**src/design/lsq_pkg.sv**
```systemverilog
package lsq_pkg;

  // Default number of line store entries.
  localparam int COLS_DEFAULT = 1024;

  // Field widths.
  localparam int CFG_W  = 11;
  localparam int SIDE_W = 11;
  localparam int AREA_W = 21;

  // Saturation value of a square side and the reset row width.
  localparam logic [SIDE_W-1:0] SIDE_MAX   = 11'h7FF;
  localparam logic [CFG_W-1:0]  COLS_RESET = 11'd1024;

  // Flags of the cell that sits in the update stage.
  typedef struct packed {
    logic pixel;
    logic last;
    logic first_row;
    logic col_zero;
    logic row_end;
  } s1_t;

endpackage

```
**src/design/lsq_dp.sv**
```systemverilog
module lsq_dp (
  input  logic                       clk,
  input  logic                       rst,
  input  logic                       s1_valid,
  input  lsq_pkg::s1_t               s1,
  input  logic [lsq_pkg::SIDE_W-1:0] up,
  output logic [lsq_pkg::SIDE_W-1:0] size,
  output logic                       stall,
  output logic                       out_valid,
  input  logic                       out_ready,
  output logic [lsq_pkg::AREA_W-1:0] out_area,
  output logic [lsq_pkg::SIDE_W-1:0] out_side
);
  import lsq_pkg::*;

  logic [SIDE_W-1:0]   left_size;
  logic [SIDE_W-1:0]   upper_left_size;
  logic [SIDE_W-1:0]   best_side;
  logic [SIDE_W-1:0]   left;
  logic [SIDE_W-1:0]   upleft;
  logic [SIDE_W-1:0]   min_lu;
  logic [SIDE_W-1:0]   min_all;
  logic [SIDE_W-1:0]   best_next;
  logic [2*SIDE_W-1:0] prod;
  logic                advance;

  // Neighbors outside the image count as zero.
  assign left   = s1.col_zero ? '0 : left_size;
  assign upleft = (s1.col_zero || s1.first_row) ? '0 : upper_left_size;

  // Side of the largest square ending at this cell, saturating.
  always_comb begin
    min_lu  = (up < left) ? up : left;
    min_all = (min_lu < upleft) ? min_lu : upleft;
    if (!s1.pixel) begin
      size = '0;
    end else if (min_all == SIDE_MAX) begin
      size = SIDE_MAX;
    end else begin
      size = min_all + 1'b1;
    end
  end

  assign best_next = (size > best_side) ? size : best_side;
  assign prod      = best_next * best_next;

  // A last cell waits only while the previous result is still not taken.
  assign stall   = s1_valid && s1.last && out_valid && !out_ready;
  assign advance = s1_valid && !stall;

  // Running neighbor sizes, best side and the result valid flag.
  always_ff @(posedge clk) begin
    if (rst) begin
      left_size       <= '0;
      upper_left_size <= '0;
      best_side       <= '0;
      out_valid       <= 1'b0;
    end else begin
      if (out_valid && out_ready) begin
        out_valid <= 1'b0;
      end
      if (advance) begin
        if (s1.last) begin
          out_valid       <= 1'b1;
          best_side       <= '0;
          left_size       <= '0;
          upper_left_size <= '0;
        end else begin
          best_side <= best_next;
          if (s1.row_end) begin
            left_size       <= '0;
            upper_left_size <= '0;
          end else begin
            left_size       <= size;
            upper_left_size <= up;
          end
        end
      end
    end
  end

  // Result payload.
  always_ff @(posedge clk) begin
    if (advance && s1.last) begin
      out_side <= best_next;
      out_area <= prod[AREA_W-1:0];
    end
  end

endmodule

```
**config.mk**
```make
export PLATFORM = sky130hd
export DESIGN_NAME = lsq_dp
export DESIGN_NICKNAME = d
export VERILOG_FILES = /design/src/design/lsq_pkg.sv /design/src/design/lsq_dp.sv
export SDC_FILE = /design/constraint.sdc
export NUM_CORES = 1
export LEC_CHECK = 0
export BUFFER_PORTS_ARGS = -buffer_cell sky130_fd_sc_hd__buf_2
export CORE_ASPECT_RATIO = 0.6
export CORE_MARGIN = 1
export CORE_UTILIZATION = 45
export CTS_BUF_LIST = sky130_fd_sc_hd__clkbuf_2
export DETAILED_ROUTE_END_ITERATION = 8
export GPL_TIMING_DRIVEN = 0
export HOLD_SLACK_MARGIN = 0.06
export PLACE_DENSITY_LB_ADDON = 0.15
export SLEW_MARGIN = 20
export SYNTH_ARGS = -nofsm -noshare
export SYNTH_HDL_FRONTEND = slang
export SYNTH_SLANG_ARGS = --single-unit
```
**constraint.sdc**
```tcl
create_clock -name clk -period 12.6 [get_ports clk]
set_clock_uncertainty 0.2 [all_clocks]
set_input_delay 1.26 -clock clk [delete_from_list [all_inputs] [get_ports clk]]
set_output_delay 1.26 -clock clk [all_outputs]
set_load 0.01 [all_outputs]
```
==> results.md, run 1 <==
- For this run, the share of the core covered by cells in the final layout is 0.607.
- The HPWL after detailed placement is 16,800 um.
- The tool flagged a number of max-cap violations equal to 0.
- Of the total synthesized cell area, the portion taken by XOR and XNOR cells is 0.0336.
- The layout-stage area growth over the synthesis result is 30.6%.
- The average vias per placed instance is 5.64.
- In the final design database the tool counted 1,087 nets.
- The overall power after layout is 851 uW.
- TritonCTS built the clock tree.
- The number of nets with antenna violations after routing is 0.
- Yosys mapped the design onto 77 distinct sky130hd cell types.
- The gate count of the mapped netlist is 794.
- In this design, the critical path's most frequently occurring cell is fa_1.
- After detailed routing, the average wire length per cell comes to 19.2 um.
- Yosys attributes the largest share of cell area to fa_1, ha_1, edfxtp_1.
- The filler cell count is 1,326.
- After floorplanning, the core was sized to cover 15,500 um^2.
- The worst endpoint required time is 12.71 ns.
- The sum of negative setup slack is 0 ns.
- The via count of the first global-routing pass came to 6,019.
- The number of buffers and inverters on the critical path is 15.
- In this run the number of H-tree levels came out at 3.
- STA puts the critical path data arrival time at 12.44 ns.
- The fraction of post-synthesis cell area in the top cell type by area is 0.173.
- The part of the power in the clock network is 0.216.
- The die area is 16,500 um^2.
- The power per unit of standard cell area is 90.6 nW/um^2.
- The design area is 9390 um^2.
- The buffer type at the clock tree root is clkbuf_2.
- The share of the Yosys chip area taken by registers is 0.220.
- After synthesis, the share of cell area in mux cells is 0.0447.
- The count of state elements after synthesis is 64.
- In the final layout, the share of cells above drive strength 1 is 0.312.
- Of the available clock period, the critical path in the final layout requires 0.979.
- In this run the tool buffered the top-level ports with 61 buffer cells.
- The cell with the biggest individual delay on the critical path is fa_1.
- The effective utilization at floorplan is 0.465.
- For this design, the CTS-stage hold fixing added 0 buffers.
- The number of ports placed on the die boundary is 65.
- The later-pin clock latency in the skew report is 0.56 ns.
- The switching component of the power is 339 uW.
- Setup violations remaining at the end of the flow were counted as 0.
- The family of cells with the greatest summed delay on the critical path is adder cells.
- The worst-case clock buffer depth is 2.
- The number of enable-type register cells in the synthesized netlist is 30.
- Headroom to the max-slew limit came out at 0.411.
- Based on the critical path, the design can be clocked at up to 0.0811 GHz.
- In this run the horizontal extent of the chip is 165 um.
- The cell area reported after detailed placement is 8070 um^2.
- The remaining global-route overflow is 0.
- The critical path is of the input port to register type.
- The kind of start point of the critical path is an input port.
- After clock tree synthesis, the clock-pin slew on the worst setup and hold paths is 0.20 ns.
- The count of routing violations after the opening detailed-route iteration is 592.
- The most instantiated flip-flop cell in the synthesis netlist is dfxtp_1.
- The switching fraction of total power is 0.398.
- The library cell occupying the most area in the post-synthesis netlist is fa_1.
- The number of clock buffers inserted by TritonCTS is 9.
- The tree built by TritonCTS fans out to 64 sinks.
- The count of cells in the finished layout, fillers not included, comes to 1,134.
- Entering global routing, the biggest net connects 27 pins.
- The type of the tightest min-delay check is register to register.
- The height of the die is 99.9 um.
- The routed design has 21,800 um of wire.
- The overall global routing resource usage is 0.268.
- Internal power comes to 512 uW.
- The simple-gate portion of the synthesized area is 0.143.
- The number of hold violations in the final report is 0.
- The DRC violation count after routing is 0.
- The share of synthesized registers carrying an async set or reset is 0.
- The detailed-route via count is 6,395.
- The share of total power dissipated in sequential elements is 0.279.
- The number of antenna violations at the first check in global routing is 1.
- The dominant combinational cell family by area after synthesis is adder cells.
- The global-route wire length before repair is 32,900 um.
- For this run, the number of Yosys warnings is 0.
- After detailed placement, the design holds a cell count of 1,061.
- The number of pins exceeding their max-slew limit in the final report is 0.
- The worst setup path is captured at a register.
- The area fraction in compound gates after synthesis is 0.163.
- The portion of total power attributed to combinational logic is 0.506.
- Of all nets on the critical path, the largest fanout is 8.
- The minimum clock period after layout is 12.33 ns.
- The number of core rows is 35.
- The combined area of all synthesized cells is 7190 um^2.
- For this design the static power due to leakage is 4.27 nW.
- The flow ran to the end, and the final reports show no timing, DRC or antenna violations.
- Before antenna repair, the detailed router went through 5 iterations.
- At the pin with the least slew margin, the transition time is 0.867 ns.
- Of the total synthesized cell area, the portion taken by full adders, half adders and majority gates is 0.313.
- At the end of routability-driven placement, the weighted congestion stood at 0.894.
- Across the VDD grid, the largest voltage drop is 70.8 uV.
- The largest single stage delay on the critical path is 0.54 ns.
- The synthesized area per cell is 9.06 um^2.
==> flip-flops by register name (all words and copies together), names as in the netlist <==
name	cells
out_side	10
best_side	11
left_size	11
out_valid	1
out_area	20
upper_left_size	11
==> worst reg2reg max path: cells and delay by family (launching register included) <==
kind | cells | cell delay [ns]
DFF | 1 | 0.45
and+or+nand+nor | 8 | 1.39
adders and majority gates | 11 | 3.97
xor gates and xnor gates | 1 | 0.24
muxes | 2 | 0.52
AOI/OAI and AO/OA | 16 | 3.40
buffers and inverters | 13 | 1.39
==> power by group through the flow <==
stage	sequential (mW)	combinational, mW	clock (mW)
floorplan	0.245	0.230	0
global placement	0.241	0.313	0
detailed placement	0.241	0.319	0
CTS	0.237	0.347	0.186
global route	0.238	0.461	0.196
finish	0.237	0.430	0.184
==> synthesized netlist by cell type (all sizes together) (9+ instances only) <==
library cell	instances
a21o	11
a21oi	33
a22o	9
a22oi	25
and2	11
buf	9
clkbuf	17
dfxtp	34
edfxtp	30
fa	62
ha	80
inv	124
mux2	11
mux2i	14
nand2	76
nand2b	12
nor2	71
o211ai	10
o21a	10
o21ai	25
xnor2	20
==> cells by family (layout without fill, tap and decap cells) <==
logic type                 after synthesis  in the layout
adders and majority gates              143            143
AOI/OAI and AO/OA                      165            166
and+or+nand+nor                        219            219
xor gates and xnor gates                26             26
other                                    1              4
DFF                                     64             64
muxes                                   25             25
buffers and inverters                  151            284
==> layout make-up <==
class | instances | area (um^2) | share of cell area
tap | 203 | 254 | 0.0270
antenna | 1 | 2.50 | 0.000266
inverter | 125 | 489 | 0.0521
multi-input combinational | 582 | 5820 | 0.620
buffer | 25 | 213 | 0.0227
sequential | 64 | 1580 | 0.168
timing repair buffer | 118 | 856 | 0.0911
clock buffer | 9 | 45.0 | 0.00480
clock inverter | 7 | 125 | 0.0133
==> through the flow <==
step                hold WS [ns]  setup slack (ns)
global route               0.374           -0.0945
CTS                        0.339            0.0176
detailed placement         0.285             -2.18
floorplan                  0.259           0.00179
finish                     0.341             0.268
global placement           0.280             -2.10
==> routing by layer <==
layer	share of wire	up-vias	wire length, um	global-route usage
li1	-	2981	-	-
met1	0.51	3115	11200	0.438
met2	0.37	280	8160	0.341
met3	0.11	19	2350	0.0818
met4	0.0050	0	109	0.0346
met5	0	-	0	0
==> timing repair <==
| item | CTS | global route |
|---|---|---|
| pin swaps | 12 | 27 |
| cloned | 0 | 6 |
| resized for setup | 35 | 97 |
| setup endpoints to repair | 12 | 8 |
| setup buffers | 20 | 31 |
==> cell usage in the layout, fill, tap and decap left out, types with 23 or more instances in the layout <==
cell / count
inv_1: 106
nor2_1: 71
fa_1: 61
nand2_1: 60
buf_2: 60
ha_1: 59
buf_4: 52
dfxtp_1: 34
edfxtp_1: 30
a22oi_1: 23
==> worst paths after layout <==
check / to / slack (ns) / depth (start not counted) / startpoint
worst max register to register: out_area[20] / 0.75 / 51 / left_size[1]
worst min register to register: best_side[2] / 0.34 / 1 / best_side[2]
worst max-delay path: out_area[20] / 0.27 / 53 / s1[1]
worst min-delay path: best_side[2] / 0.34 / 1 / best_side[2]
Power figures use the tool's default switching activity.
==> run 2: changes to the inputs <==
CELL_PAD_IN_SITES_DETAIL_PLACEMENT = 1   (was default)
CELL_PAD_IN_SITES_GLOBAL_PLACEMENT = 1   (was default)
CORE_ASPECT_RATIO = default   (was 0.6)
CORE_UTILIZATION = 44   (was 45)
==> run 2 against run 1 <==
The run now ends with setup timing left; global-route usage up 1.2 points; sequential power about the same; register-to-register slack worse by 0.44 ns; worst setup slack worse by 0.47 ns; critical path depth unchanged; worst hold slack better by 0.012 ns; wire length up 11%; critical path type unchanged; core utilization down 1.9 points; non-clock buffer count up 1; highest routed layer unchanged; count of clock-buffer cells in the layout unchanged; first-iteration DRC count down 36%; sequential share of layout area about the same.
==> results.md, run 2 (same netlist as run 1, synthesis figures left out) <==
- The via count of the first global-routing pass was 6,627 (was 6,019).
- The detailed-route via count is 6,428 (was 6,395).
- Result of the run: finished with violations (was finished, final reports clean).
- The most numerous cell on the critical path is fa_1 (unchanged).
- The switching fraction of total power is 0.420 (was 0.398).
- The endpoint of the lowest-slack register-to-register path is out_area[20] (unchanged).
- The filler cell count is 1,832 (was 1,326).
- The type of the tightest min-delay check is register to register (unchanged).
- The buffer type at the clock tree root is clkbuf_2 (unchanged).
- The worst reg-to-reg setup slack is 0.31 ns (was 0.75 ns).
- The number of hold violations in the final report is 0 (unchanged).
- The part of the power in the clock network is 0.180 (was 0.216).
- The number of flip-flops in the largest register is 20 (unchanged).
- The final routed wire length divided by cell count is 21.1 um (was 19.2 um).
- The checks that failed: setup timing.
- The clock edge transition at the registers on the reported setup and hold paths is 0.24 ns (was 0.20 ns).
- The power per unit of standard cell area is 86.8 nW/um^2 (was 90.6 nW/um^2).
- The number of antenna violations at the first check in global routing is 1 (unchanged).
- The worst stage delay on the critical path is 0.56 ns (was 0.54 ns).
- The TritonCTS clock tree was yes (unchanged).
- The destination of the worst hold path is best_side[7] (was best_side[2]).
- The number of clock buffers inserted by TritonCTS is 9 (unchanged).
- The number of nets with antenna violations after routing came to 0 (unchanged).
- The global-route wire length before repair is 35,400 um (was 32,900 um).
- The standard cell core area is 15,900 um^2 (was 15,500 um^2).
- The switching component of the power is 342 uW (was 339 uW).
- The layout-stage area growth over the synthesis result is 30.4% (was 30.6%).
- The count of routing violations after the opening detailed-route iteration is 381 (was 592).
- The instance count along the most critical hold path is 1 (unchanged).
- The capturing element type of the critical path is a register (unchanged).
- The number of cell instances on the worst register-to-register path was 51 (unchanged).
- The largest register by flop count is out_area (unchanged).
- The number of nets in the finished design came to 1,088 (was 1,087).
- The max-cap violation count was 0 (unchanged).
- The internal cell power is 472 uW (was 512 uW).
- The endpoint arrival time on the critical path is 12.96 ns (was 12.44 ns).
- The HPWL after detailed placement is 17,400 um (was 16,800 um).
- The type of the worst setup path is input port to register (unchanged).
- The minimum clock period after layout was 12.80 ns (was 12.33 ns).
- The overall power after layout was 814 uW (was 851 uW).
- The x dimension of the die is 130 um (was 165 um).
- The count of final setup violators was 4 (was 0).
- The normalized max-slew margin is 0.389 (was 0.411).
- The number of ports placed on the die boundary came to 65 (unchanged).
- The number of pins exceeding their max-slew limit in the final report came to 0 (unchanged).
- The peak supply drop is 56.5 uV (was 70.8 uV).
- The sum of negative setup slack was -0.302 ns (was 0 ns).
- The kind of start point of the critical path is an input port (unchanged).
- The minimum setup slack in the final design came to -0.198 ns (was 0.268 ns).
- The die area is 16,900 um^2 (was 16,500 um^2).
- The later-pin clock latency in the skew report is 0.61 ns (was 0.56 ns).
- The final weighted congestion in routability-driven placement is 0.857 (was 0.894).
- The total routed wirelength was 24,300 um (was 21,800 um).
- The length of the first detailed-routing pass in iterations is 5 (unchanged).
- The total number of clock tree sinks came to 64 (unchanged).
- The worst-margin pin slew is 0.892 ns (was 0.867 ns).
- The worst-case clock buffer depth was 2 (unchanged).
- The quantity of hold-fixing buffers added after cts was 0 (unchanged).
- Highest-count cells in the layout ignoring fill and taps: inv_1, nor2_1, nand2_1, fa_1, buf_2 (was inv_1, nor2_1, fa_1).
- The beginning of the worst register-to-register path is left_size[1] (unchanged).
- The DRC violation count after routing is 0 (unchanged).
- The remaining global-route overflow came to 0 (unchanged).
- The top fanout value on the critical path was 8 (unchanged).
- The cell with the biggest individual delay on the critical path is fa_1 (unchanged).
- The number of levels the H-tree was split into is 3 (unchanged).
- The most frequent standard cell in the layout excluding fill and tap cells is inv_1 (unchanged).
- The count of port buffers added during placement was 61 (unchanged).
- The sequential share of power is 0.291 (was 0.279).
- The height of the die is 130 um (was 99.9 um).
- The overall global routing resource usage is 0.280 (was 0.268).
- The cell area reported after detailed placement is 8090 um^2 (was 8070 um^2).
- The portion of total power attributed to combinational logic came to 0.528 (was 0.506).
- The worst endpoint required time is 12.76 ns (was 12.71 ns).
- The largest net degree at the start of global routing is 27 (unchanged).
- The average vias per placed instance is 5.60 (was 5.64).
- The startpoint of the tightest hold check path is best_side[7] (was best_side[2]).
- The post-route fraction of the period consumed by the critical path is 1.02 (was 0.979).
- The design area was 9380 um^2 (was 9390 um^2).
- The worst setup slack before clock tree synthesis is -2.14 ns (was -2.18 ns).
- The number of core rows is 46 (was 35).
- Setup repair after global routing could not meet its margin everywhere.
- The effective utilization at floorplan was 0.451 (was 0.465).
- The leakage power summed over all cells is 4.26 nW (was 4.27 nW).
- The share of cells above drive strength 1 is 0.310 (was 0.312).
- The fmax came to 0.0781 GHz (was 0.0811 GHz).
run 2: area by class of cell:
type | instances | area [um^2] | area share
antenna | 1 | 2.50 | 0.000267
buffer | 25 | 204 | 0.0218
clock buffer | 9 | 45.0 | 0.00480
clock inverter | 7 | 81.3 | 0.00867
inverter | 125 | 484 | 0.0516
multi-input combinational | 582 | 5830 | 0.622
sequential | 64 | 1580 | 0.169
tap | 216 | 270 | 0.0288
timing repair buffer | 119 | 880 | 0.0938
run 2: worst max path at each step:
stage / startpoint / end / slack, ns / depth (start not counted)
6_report: s1[1] / out_area[20] / -0.20 / 53
5_1_grt: s1[1] / out_area[20] / -0.59 / 56
4_1_cts: s1[1] / out_area[19] / -0.02 / 58
3_5_place_dp: s1[1] / out_area[20] / -2.14 / 50
3_3_place_gp: s1[1] / out_area[20] / -1.86 / 49
2_1_floorplan: s1[1] / out_area[20] / 0.002 / 55
run 2: timing repair:
item                       4_1_cts  5_1_grt
resized for setup               30      104
setup buffers                   21       33
setup endpoints to repair       11        8
cloned                           0        6
pin swaps                       13       60
run 2: critical path, delay by kind of cell:
| family | cells | cell delay (ns) |
|---|---|---|
| AOI/OAI and AO/OA | 17 | 3.87 |
| xor gates and xnor gates | 1 | 0.25 |
| adders and majority gates | 11 | 4.15 |
| buffers and inverters | 15 | 1.62 |
| muxes | 2 | 0.53 |
| and+or+nand+nor | 7 | 1.23 |
run 2: power by group through the flow:
stage / sequential, mW / combinational, mW / clock, mW
global placement: 0.241 / 0.309 / 0
finish: 0.237 / 0.430 / 0.147
detailed placement: 0.241 / 0.321 / 0
CTS: 0.237 / 0.350 / 0.148
global route: 0.238 / 0.461 / 0.155
floorplan: 0.245 / 0.230 / 0
run 2: per-layer routing:
layer | part of all wire | GRT usage | vias to the layer above
met4 | 0.015 | 0.0841 | 0
met1 | 0.45 | 0.377 | 3261
li1 | - | - | 2985
met5 | 0 | 0 | -
met2 | 0.49 | 0.470 | 155
met3 | 0.043 | 0.0357 | 27
run 2: stage by stage:
| step | hold slack (ns) | utilization | std cells |
|---|---|---|---|
| CTS | 0.341 | 0.533 | 1110 |
| finish | 0.353 | 0.588 | 1148 |
| floorplan | 0.259 | - | 796 |
| detailed placement | 0.286 | 0.507 | 1074 |
| global placement | 0.284 | 0.506 | 1073 |
| global route | 0.386 | 0.588 | 1148 |
