`src/design/lsq_ram.sv`:
```
module lsq_ram #(
  parameter int WIDTH = 8,
  parameter int DEPTH = 16,
  localparam int ADDR_W = (DEPTH > 1) ? $clog2(DEPTH) : 1
) (
  input  logic              clk,
  input  logic              we,
  input  logic [ADDR_W-1:0] waddr,
  input  logic [WIDTH-1:0]  wdata,
  input  logic              re,
  input  logic [ADDR_W-1:0] raddr,
  output logic [WIDTH-1:0]  rdata
);

  logic [WIDTH-1:0] mem [DEPTH];

  // One write port and one registered read port; a read in the cycle of a
  // write to the same entry returns the old contents.
  always_ff @(posedge clk) begin
    if (we) begin
      mem[waddr] <= wdata;
    end
    if (re) begin
      rdata <= mem[raddr];
    end
  end

endmodule

```
`config.mk`:
```
export PLATFORM = sky130hd
export DESIGN_NAME = lsq_ram
export DESIGN_NICKNAME = d
export VERILOG_FILES = /design/src/design/lsq_ram.sv
export SDC_FILE = /design/constraint.sdc
export NUM_CORES = 1
export LEC_CHECK = 0
export BUFFER_PORTS_ARGS = -buffer_cell sky130_fd_sc_hd__buf_2
export CAP_MARGIN = 20
export CORE_ASPECT_RATIO = 2
export CORE_MARGIN = 4
export CORE_UTILIZATION = 54
export DETAILED_ROUTE_END_ITERATION = 12
export PLACE_DENSITY = 0.74
export SLEW_MARGIN = 20
export SYNTH_ARGS = -nofsm -noshare
export SYNTH_HDL_FRONTEND = slang
export SYNTH_SLANG_ARGS = --single-unit
export TNS_END_PERCENT = 100
```
`constraint.sdc`:
```
create_clock -name clk -period 1.75 [get_ports clk]
set_input_delay 0.35 -clock clk [delete_from_list [all_inputs] [get_ports clk]]
set_output_delay 0.35 -clock clk [all_outputs]
set_load 0.02 [all_outputs]
```
==> results of run 1 <==
cells by family (layout without fill, tap and decap cells):
family | count (synthesis) | in the layout | share of synthesized area
AO/OA/AOI/OAI | 16 | 16 | 0.0230
buffers and inverters | 10 | 85 | 0.0165
flip-flops | 136 | 136 | 0.781
multiplexers | 32 | 32 | 0.148
AND/OR/NAND/NOR | 35 | 35 | 0.0314
stage by stage:
stage | TNS, ps | area [µm²] | power, mW | std cells | hold WS (ps)
6_report | 0 | 6250 | 7.69 | 408 | 296
5_1_grt | 0 | 6250 | 7.92 | 408 | 292
4_1_cts | 0 | 6250 | 7.74 | 408 | 284
3_5_place_dp | -651 | 5630 | 4.12 | 376 | 724
3_3_place_gp | -388 | 5630 | 4.10 | 376 | 723
2_1_floorplan | 0 | 5230 | 3.96 | 229 | 449
critical path, delay by kind of cell (launching register included):
kind / cells / cell delay (ps)
multiplexers: 1 / 550
flip-flops: 1 / 370
AO/OA/AOI/OAI: 1 / 240
AND/OR/NAND/NOR: 1 / 90
layout make-up:
type                       count  share of cell area
clock inverter                15              0.0298
multi-input combinational     83               0.170
tap                          104              0.0208
sequential                   136               0.654
clock buffer                  17              0.0681
timing repair buffer          53              0.0573
flip-flops by register name, indices dropped and copies added (netlist names):
register  count
mem         128
rdata         8
power groups by stage:
stage	registers [mW]	clock network, mW	logic [mW]
after floorplan	3.77	0	0.185
after global routing	3.69	3.84	0.385
after global placement	3.75	0	0.348
final	3.69	3.65	0.357
after CTS	3.69	3.69	0.362
after detailed placement	3.76	0	0.360
placed cells by master (no fill, tap or decap), drive strengths merged, types with 2 or more instances in the layout:
cell type    n
edfxtp     136
buf         53
mux4        32
clkbuf      17
a22oi       16
nor2        13
nand2        9
inv          7
nor3         4
clkinvlp     3
bufinv       3
nand3b       2
nand2b       2
clkinv       2
how the worst min path moves through the flow:
| stage | from | end | slack, ps | depth (start not counted) |
|---|---|---|---|---|
| after floorplan | wdata[0] | mem[0][0] | 450 | 0 |
| after global routing | re | rdata[1] | 290 | 1 |
| after detailed placement | re | rdata[1] | 720 | 1 |
| final | re | rdata[4] | 300 | 1 |
| after CTS | re | rdata[4] | 280 | 1 |
| after global placement | wdata[4] | mem[5][4] | 720 | 1 |
routing by layer:
layer / track usage / wire, µm / up-vias / part of all wire
li1: - / - / 1105 / -
met1: 0.209 / 3550 / 1286 / 0.36
met2: 0.346 / 5740 / 65 / 0.58
met3: 0.0497 / 400 / 18 / 0.041
met4: 0.0838 / 186 / 0 / 0.019
met5: 0 / 0 / - / 0
==> flow_results.org, run 1 <==
** Synth
- Counting flops with a built-in enable in the synthesized netlist gives 136.
- The synthesized netlist contains 18 unique library cells.
- Mean instance size in the synthesized netlist :: 22.8 µm²
- Ys async rst share :: 0
- During synthesis, Yosys emitted a total of 0 warnings.
- Most instantiated library cell after synthesis :: edfxtp_1
- FF+latch count, synth :: 136
- Among all flip-flop cells after synthesis, the most frequent one is edfxtp_1.
- After synthesis, the cell types taking the most area are edfxtp_1 (78%), mux4_2 (7.8%), mux4_1 (7.0%).
- Sorting the synthesized cells by how often they occur yields edfxtp_1 (136), mux4_2 (18), a22oi_1 (16).
- The biggest area contributor in the post-synthesis netlist is edfxtp_1.
- Of the synthesized area, sequential elements account for 0.781.
- Syn_nets :: 248
- Post-synth top area share :: 0.781
- The cell area that synthesis handed to floorplanning was 5230 µm².
- Synthesis produced 229 cells.

** Routing
- Total Wirelength :: 9880 µm
- Detail Route Antenna Nets :: 0
- The routed layout has 2474 vias.
- Before antenna repair, the detailed router went through 4 iterations.
- DRC violations left :: 0
- The detailed router finished its first iteration with 197 violations.
- Dividing the detail-routed via count by the number of cells gives 6.06.
- In the final routed layout, each cell accounts on average for 24.2 µm.

** Finish
- After filler insertion, the fill cell instance count of the layout stands at 619.
- After the last flow step, the layout net total stands at 310.
- Layout area overhead :: 19.5%
- In the final layout, the share of cells above drive strength 1 is 0.345.
- Final core utilization :: 0.666
- Count of inserted antenna diode cells :: 0
- Multi-input logic area :: 1060 µm²
- Across the whole layout, storage elements account for 4080 µm².

** Hold path
- Min-Delay Path Class :: in2reg

** Power and ir drop
- Worst IR drop on VDD :: 916 µV
- Sequential fraction of design power :: 0.479
- Of the total power, the share spent switching nets is 0.208.
- Of the total power, combinational logic draws 0.046.
- The share of total power dissipated in the clock network is 0.474.
- The analysis attributes to cell leakage a power of 2.16 nW.
- The internal portion of the total power is 6.09 mW.
- Dividing total power by cell area gives a power density of 1230 nW/µm².
- Reported net switching power :: 1.60 mW

** Floorplanning
- During I/O placement, the number of pins put on the boundary was 27.
- The total area inside the core boundary comes to 9380 µm².
- The die covers 11400 µm².
- The initial utilization of the core area, before any placement, comes to 0.557.
- The floorplan step set the die width to 77.6 µm.
- From bottom edge to top edge, the die measures 147 µm.
- The floorplan has 50 rows.

** CTS
- The tree is rooted in a clkbuf_16.
- Post-CTS Repair Setup Buffers :: 0
- Clock-pin slew was measured on the worst setup and hold paths at 60 ps.
- Clock buffer depth :: 2
- In this run, CTS created clock tree buffers numbering 17.
- For this design, the CTS-stage hold fixing added 0 buffers.
- The clock drives 136 sinks.
- TritonCTS built the clock tree.
- The clock reaches the later pin of the worst-skew pair after 420 ps.
- Deepest level of the CTS H-tree :: 4
- Cts repair resizes :: 0

** Worst setup path
- Critical R2R Launch :: mem[1][1]
- Startpoint-to-endpoint class of the critical path :: reg2reg
- Counting cells, the worst reg-to-reg path comes to 3.
- Slowest Stage Delay on Critical Path :: 550 ps
- Worst EP required :: 1910 ps
- Crit path arrival time :: 1660 ps
- The worst setup path is captured at a flip-flop.
- The worst setup path is launched from a flip-flop.
- Startpoint of the worst setup timing path :: mem[1][1]
- Crit path max fanout :: 1
- Crit path to :: rdata[1]
- Worst-case register-to-register setup slack :: 250 ps
- List of cells traversed by the critical path :: mux4_1 -> a22oi_1 -> nand2_1
- In this run the critical register-to-register path is captured at rdata[1].
- Slowest-stage cell, CP :: mux4_1

** Placement
- Weighted congestion at the end of routability-driven global placement :: 0.736
- Port buffering added 26 buffers.
- Placed wire-length estimate after detailed placement :: 6700 µm
- Pre-CTS WS :: -115 ps

** Timing
- Worst-margin pin slew :: 398 ps
- The worst path meets setup with 251 ps of slack.
- Normalized max-slew margin :: 0.734
- Number of setup violations in the final report :: 0
- The max-slew violation count is 0.
- Setup repair after global routing left no endpoint under its margin.
- Crit share post-route :: 0.857
- Count of endpoints failing hold in the final timing report :: 0
- Worst setup skew after layout :: 8.24 ps
- The clock period could shrink to 1500 ps.
- Timing would allow up to 0.667 GHz.

** Global route
- Number of global-route vias before repair :: 2642
- Initial antenna violation count :: 0
- Entering global routing, the biggest net connects 24 pins.
- Global-route congestion overflow total :: 0
- Across every metal layer, demand over resource in global routing totals 0.192.
- The first global-routing pass estimated 15300 µm of wire.

** Job
- Number of violations of the max-capacitance limit :: 0

** Status
- Status :: finished clean
No activity file was read; power rests on OpenSTA's default activity.
==> run 2: changes to the inputs <==
CORE_UTILIZATION = 60   (was 54)
MAX_ROUTING_LAYER = met4   (was not set)
PLACE_DENSITY = 0.78   (was 0.74)
clock period = 1.44 ns   (was 1.75 ns; I/O delays follow)
==> run 2 against run 1 <==
Net effect:
- fmax increased by 6.3%
- hold slack got worse by 56 ps
- critical path depth is the same
- sequential cell count did not move
- combinational power rose by 28%
- critical path type unchanged
==> flow_results.org, run 2 (synthesized netlist as in run 1, its figures left out) <==
** Worst setup path
- Startpoint-to-endpoint class of the critical path :: reg2reg
- Destination of the worst register-to-register timing path :: rdata[6]
- The startpoint identified for the worst register-to-register timing path is mem[3][6].
- Of all nets on the critical path, the largest fanout is 1.
- For the worst flop-to-flop path, the logic depth is 3.
- Slowest Stage Delay on Critical Path :: 460 ps
- Slowest-stage cell, CP :: mux4_2
- The worst setup path is captured at a flip-flop.
- Worst-case register-to-register setup slack :: 30 ps
- Crit path arrival time :: 1560 ps
- At the worst endpoint, the required time is 1590 ps.
- The critical path goes through mux4_2 -> a22oi_1 -> nand2_1.
- The worst setup path is launched from a flip-flop.

** Global route
- Maximum number of pins on one net before global-route repair :: 22
- Global-route congestion overflow total :: 0
- Initial antenna violation count :: 0
- First-pass GRT wire length :: 15800 µm
- The via count of the first global-routing pass came to 2736.
- Total routing resource utilization after global routing :: 0.230

** Power and ir drop
- Worst IR drop on VDD :: 1660 µV
- Of the total power, the clock network draws 0.471.
- Sequential fraction of design power :: 0.480
- Power density normalized to cell area :: 1500 nW/µm²
- Of the total power, the share spent switching nets is 0.195.
- The analysis attributes to cell leakage a power of 2.10 nW.
- Cell-internal power :: 7.52 mW
- Portion of total power attributed to combinational logic :: 0.049
- Summed over all nets, the switching power comes to 1.82 mW.

** Finish
- The library cell used most frequently in the layout, excluding fill and tap cells, is edfxtp_1.
- Max FFs per register :: 128
- Final layout net count :: 308
- The largest registers in the layout are mem x128, rdata x8.
- More flip-flops sit in one register than any other, and that register is mem.
- Of the cells placed in the final design, the portion with a size suffix greater than 1 is 0.410.
- Layout area overhead :: 19.0%
- 0 antenna diodes ended up in the layout.
- In the layout the commonest cells are edfxtp_1 (136), mux4_2 (32), buf_2 (26), buf_4 (22), clkbuf_16 (17).
- For this run, the share of the core covered by cells in the final layout is 0.724.

** Placement
- Placed wire-length estimate after detailed placement :: 6430 µm
- Routability-driven placement finished with a final weighted congestion of 0.797.
- Buffers placed on the I/O ports in this run total 26.

** Hold path
- Min-Delay Path Class :: in2reg
- Number of stages on the worst hold path :: 1
- Worst min-delay path endpoint :: rdata[2]
- Hold_sp :: re

** Floorplanning
- Count of standard-cell rows :: 48
- 27 I/O pins were placed.
- DIE WIDTH :: 74 µm
- Vertical die dimension :: 140 µm
- Area of the die :: 10400 µm²
- Placeable core region :: 8590 µm²
- Effective utilization at floorplan :: 0.609

** Timing
- For the pin with the worst max-slew slack, the measured transition is 928 ps.
- Measured against its own limit, the worst slew margin works out to 0.379.
- Achievable frequency :: 0.709 GHz
- Count of endpoints failing hold in the final timing report :: 0
- Crit share post-route :: 0.980
- Minimum clock period :: 1410 ps
- The max-slew violation count was 0.
- Setup violations remaining at the end of the flow were counted as 0.
- Fin Setup TNS :: 0 ps
- Between clock sinks in the finished design, the worst skew comes to 7.28 ps.

** CTS
- Clock buffer depth :: 2
- Inserted Clock Buffers :: 17
- Deepest level of the CTS H-tree :: 4
- Number of sinks handled by clock tree synthesis :: 136
- CTS tree :: done
- The clock reaches the later pin of the worst-skew pair after 410 ps.
- Buffers inserted to repair hold after CTS numbered 0.
- Worst-path clk slew :: 60 ps
- CTS placed an instance of clkbuf_16 at the clock tree root.

** Routing
- Detail Route Antenna Nets :: 0
- Total Wirelength :: 9950 µm
- For this run, design rule violations remaining after detail routing come to 0.
- Detail-routed via count per cell :: 6.15
- Across all layers, the routed design uses 2459 vias.
- Pre-Repair DR Iteration Count :: 4
- Number of DRC markers after the initial detailed-route iteration :: 189
- In the final routed layout, each cell accounts on average for 24.9 µm.

** Status
- Status :: finished clean

** Job
- The tool flagged a number of max-cap violations equal to 0.
## run 2: area by class of cell
type                            count  area (µm²)
Timing Repair Buffer               51         355
Clock inverter                     13         181
Multi-Input combinational cell     83        1050
Fill cell                         484        2370
Clock buffer                       17         425
Sequential cell                   136        4080
Tap cell                          100         125
## run 2: layer usage
| metal | vias to the layer above | GRT usage | routed length (µm) |
|---|---|---|---|
| met2 | 81 | 0.375 | 5660 |
| met3 | 20 | 0.0625 | 442 |
| met4 | 0 | 0.0993 | 199 |
| met1 | 1274 | 0.262 | 3650 |
| li1 | 1084 | - | - |
| met5 | - | - | 0 |
## run 2: worst max path at each step
stage / end / startpoint / slack, ps / depth (start not counted)
floorplan: mem[3][0] / waddr[2] / -110 / 2
global placement: rdata[2] / raddr[0] / -330 / 5
detailed placement: rdata[1] / raddr[0] / -360 / 5
CTS: rdata[2] / mem[2][2] / 5 / 3
global route: rdata[0] / mem[11][0] / -4 / 3
finish: rdata[6] / mem[3][6] / 30 / 3
## run 2: per-stage QoR
step | setup WS, ps | cells | power [mW] | hold slack [ps] | instance area [µm²]
after global placement | -328 | 370 | 5.00 | 662 | 5590
after floorplan | -114 | 229 | 4.83 | 387 | 5230
after global routing | -4.39 | 400 | 9.66 | 225 | 6220
after detailed placement | -362 | 370 | 5.01 | 669 | 5590
after CTS | 5.23 | 400 | 9.41 | 231 | 6200
final | 29.3 | 400 | 9.35 | 240 | 6220
## run 2: timing repair
item / in CTS / in global routing
setup buffers: 0 / 0
endpoints found under the setup margin: 1 / 5
resized for setup: 1 / 6
## run 2: power by group through the flow
stage                     sequential, mW  clock [mW]  combinational (mW)
after floorplan                     4.59           0               0.246
after global placement              4.56           0               0.437
after detailed placement            4.57           0               0.448
after CTS                           4.48        4.47               0.454
after global routing                4.49        4.67               0.497
final                               4.48        4.41               0.457
## run 2: worst max-delay path: cells and delay by family (launching register included)
family             cells  cell delay (ps)
AOI/OAI and AO/OA      1              220
DFF                    1              360
and+or+nand+nor        1              110
muxes                  1              460
==> run 3: changes to the inputs <==
GPL_TIMING_DRIVEN = 0   (was not set)
SETUP_SLACK_MARGIN = 0.05   (was not set)
==> run 3 against run 2 <==
Net effect:
- the run now ends with negative setup slack left
- highest routed layer unchanged
- non-clock buffer count decreased by 16
- first-iteration DRC count grew 47%
- global-route usage shrank 0.83 points
- largest power group unchanged
==> flow_results.org, run 3 (synthesized netlist as in run 1, its figures left out) <==
** Status
- Status :: complete, but fails checks
- Failing checks :: negative setup slack

** Worst setup path
- STA classifies the critical path endpoint as a flip-flop.
- Startpoint-to-endpoint class of the critical path :: reg2reg
- List of cells traversed by the critical path :: mux4_2 -> a22oi_2 -> nand2_1
- In this run the worst setup path begins at mem[3][1].
- The endpoint identified for the worst register-to-register timing path is rdata[1].
- Crit path arrival time :: 1600 ps
- Worst-case register-to-register setup slack :: -2 ps
- Slowest Stage Delay on Critical Path :: 540 ps
- Critical R2R Launch :: mem[3][1]
- Slowest-stage cell, CP :: mux4_2
- Worst reg2reg path depth :: 3
- Startpoint class of the critical path :: flip-flop
- Worst EP required :: 1600 ps
- Crit path max fanout :: 1

** Job
- Across the run, the number of max-cap violations was 0.

** Finish
- Layout area overhead :: 17.0%
- Largest registers in the final layout :: mem x128, rdata x8
- Leaving out fill and tap cells, the most frequent cell in the layout is edfxtp_1.
- At the end of the flow the core is filled with cells to 0.712.
- Of the cells placed in the final design, the portion with a size suffix greater than 1 is 0.382.
- In the layout the commonest cells are edfxtp_1 (136), mux4_2 (32), buf_2 (28), clkbuf_16 (17).
- Finished Layout Cells :: 385
- The register with the most flip-flops in the layout has 128 of them.
- The finished cells cover 6120 µm².
- Counting flops per register, the top entry is mem.
- At the end of the flow, the number of nets in the layout was 292.
- 0 antenna diodes ended up in the layout.

** Floorplanning
- The initial utilization of the core area, before any placement, comes to 0.609.
- The die covers 10400 µm².
- Measured along the x axis, the die boundary spans 74 µm.
- From bottom edge to top edge, the die measures 140 µm.
- The floorplan has 48 rows.
- During I/O placement, the number of pins put on the boundary was 27.
- The total area inside the core boundary comes to 8590 µm².

** Timing
- Number of setup violations in the final report :: 1
- Headroom to the max-slew limit came out at 0.442.
- Number of pins exceeding their max-slew limit in the final report :: 0
- Fin Setup TNS :: -1.93 ps
- Once routing completed, OpenROAD measured the worst setup slack at -1.93 ps.
- Setup repair after global routing could not meet its margin everywhere.
- For the finished layout, the period the worst path requires is 1440 ps.
- Crit share post-route :: 1.00
- Achievable frequency :: 0.694 GHz
- For the pin with the worst max-slew slack, the measured transition is 834 ps.
- Count of endpoints failing hold in the final timing report :: 0
- Across the routed clock network, the largest skew measured is 6.60 ps.

** Power and ir drop
- Reported net switching power :: 1.75 mW
- Across the VDD grid, the largest voltage drop is 1050 µV.
- Leakage dissipation :: 2.02 nW
- Clock share of power :: 0.464
- The share of total power dissipated in combinational logic is 0.051.
- The share of total power dissipated in sequential elements is 0.484.
- Cell-internal power :: 7.52 mW
- Sw Share :: 0.189
- Total power for the finished layout comes to 9.27 mW.
- Power density normalized to cell area :: 1520 nW/µm²

** Placement
- Weighted congestion at the end of routability-driven global placement :: 0.840
- Placed wire-length estimate after detailed placement :: 6340 µm
- Buffers placed on the I/O ports in this run total 25.
- Number of cells in the design after placement :: 354
- Cell Area, Placed :: 5500 µm²

** Routing
- After detailed routing, the total wire length is 9890 µm.
- Routed length on met1 :: 3360 µm
- Once detail routing completed, the nets flagged for antenna violations numbered 0.
- Met3 wirelength from detailed routing :: 672 µm
- Dividing the detail-routed via count by the number of cells gives 6.39.
- Number of DRC markers after the initial detailed-route iteration :: 278
- DRC violations left :: 0
- Summed over all nets, wire length on met2 after detailed routing comes to 5360 µm.
- Routed vias :: 2460
- Top layer used by detailed routing :: met4
- The pre-antenna-repair detailed-routing pass consisted of 4 iterations.
- Dividing the detail-routed wire length by the instance count gives 25.7 µm.

** Global route
- Across every metal layer, demand over resource in global routing totals 0.222.
- Initial antenna violation count :: 0
- Global-route congestion overflow total :: 0
- First-pass GRT wire length :: 15000 µm
- Maximum number of pins on one net before global-route repair :: 17
- The via count of the first global-routing pass came to 2474.

** CTS
- Skew-Pair Late Insertion Delay :: 410 ps
- Clock-pin slew was measured on the worst setup and hold paths at 60 ps.
- The root buffer cell chosen for the clock tree is clkbuf_16.
- TritonCTS built the clock tree.
- Clock buffer depth :: 2
- Deepest level of the CTS H-tree :: 4
- Number of sinks handled by clock tree synthesis :: 136
- In this run, CTS created clock tree buffers numbering 17.

** Hold path
- Hold_sp :: re
- Worst min-delay path endpoint :: rdata[6]
- In this run the worst hold path is classified as in2reg.
- Number of stages on the worst hold path :: 1
run 3: cell types whose count changed in the layout (fill, tap and decap cells not counted), sizes merged:
cell,change
buf,-19
clkbuf,+3
clkinvlp,-2
clkdlybuf4s25,+3
run 3: per-stage QoR:
stage / setup slack (ps) / hold WS [ps]
after global placement: -297 / 620
after floorplan: -48.4 / 387
final: -1.93 / 229
after global routing: -50.8 / 214
after CTS: -9.79 / 215
after detailed placement: -294 / 648
run 3: how the worst max path moves through the flow:
stage	cells past startpoint	to	slack, ps
floorplan	5	rdata[1]	-50
global placement	3	mem[9][1]	-300
detailed placement	5	rdata[4]	-290
CTS	3	rdata[1]	-10
global route	3	rdata[1]	-50
finish	3	rdata[1]	-2
run 3: cell type report:
class                           instances  area [µm²]
Sequential cell                       136        4080
Fill cell                             485        2470
Multi-Input combinational cell         83        1070
Clock buffer                           20         437
Clock inverter                         11         155
Timing Repair Buffer                   25         125
Tap cell                              100         125
Buffer                                 10         120
run 3: timing repair:
item / CTS / global route
pin swaps: 0 / 1
hold buffers: 0 / 0
buffers inserted: 0 / 0
resized for setup: 6 / 1
gates cloned: 0 / 0
endpoints found under the setup margin: 8 / 8
run 3: power groups by stage:
stage	Combinational, mW	Sequential (mW)	Clock [mW]
detailed placement	0.466	4.56	0
global route	0.511	4.49	4.54
floorplan	0.249	4.58	0
CTS	0.484	4.49	4.35
finish	0.477	4.49	4.30
global placement	0.455	4.56	0
run 3: worst max-delay path, delay by kind of cell (launching register included):
family / cells / cell delay (ps)
muxes: 1 / 540
DFF: 1 / 350
AOI/OAI and AO/OA: 1 / 220
and+or+nand+nor: 1 / 80
run 3: metal layers:
metal	global-route usage	up-vias
li1	-	1058
met1	0.260	1253
met2	0.347	123
met3	0.0611	26
met4	0.110	0
met5	-	-
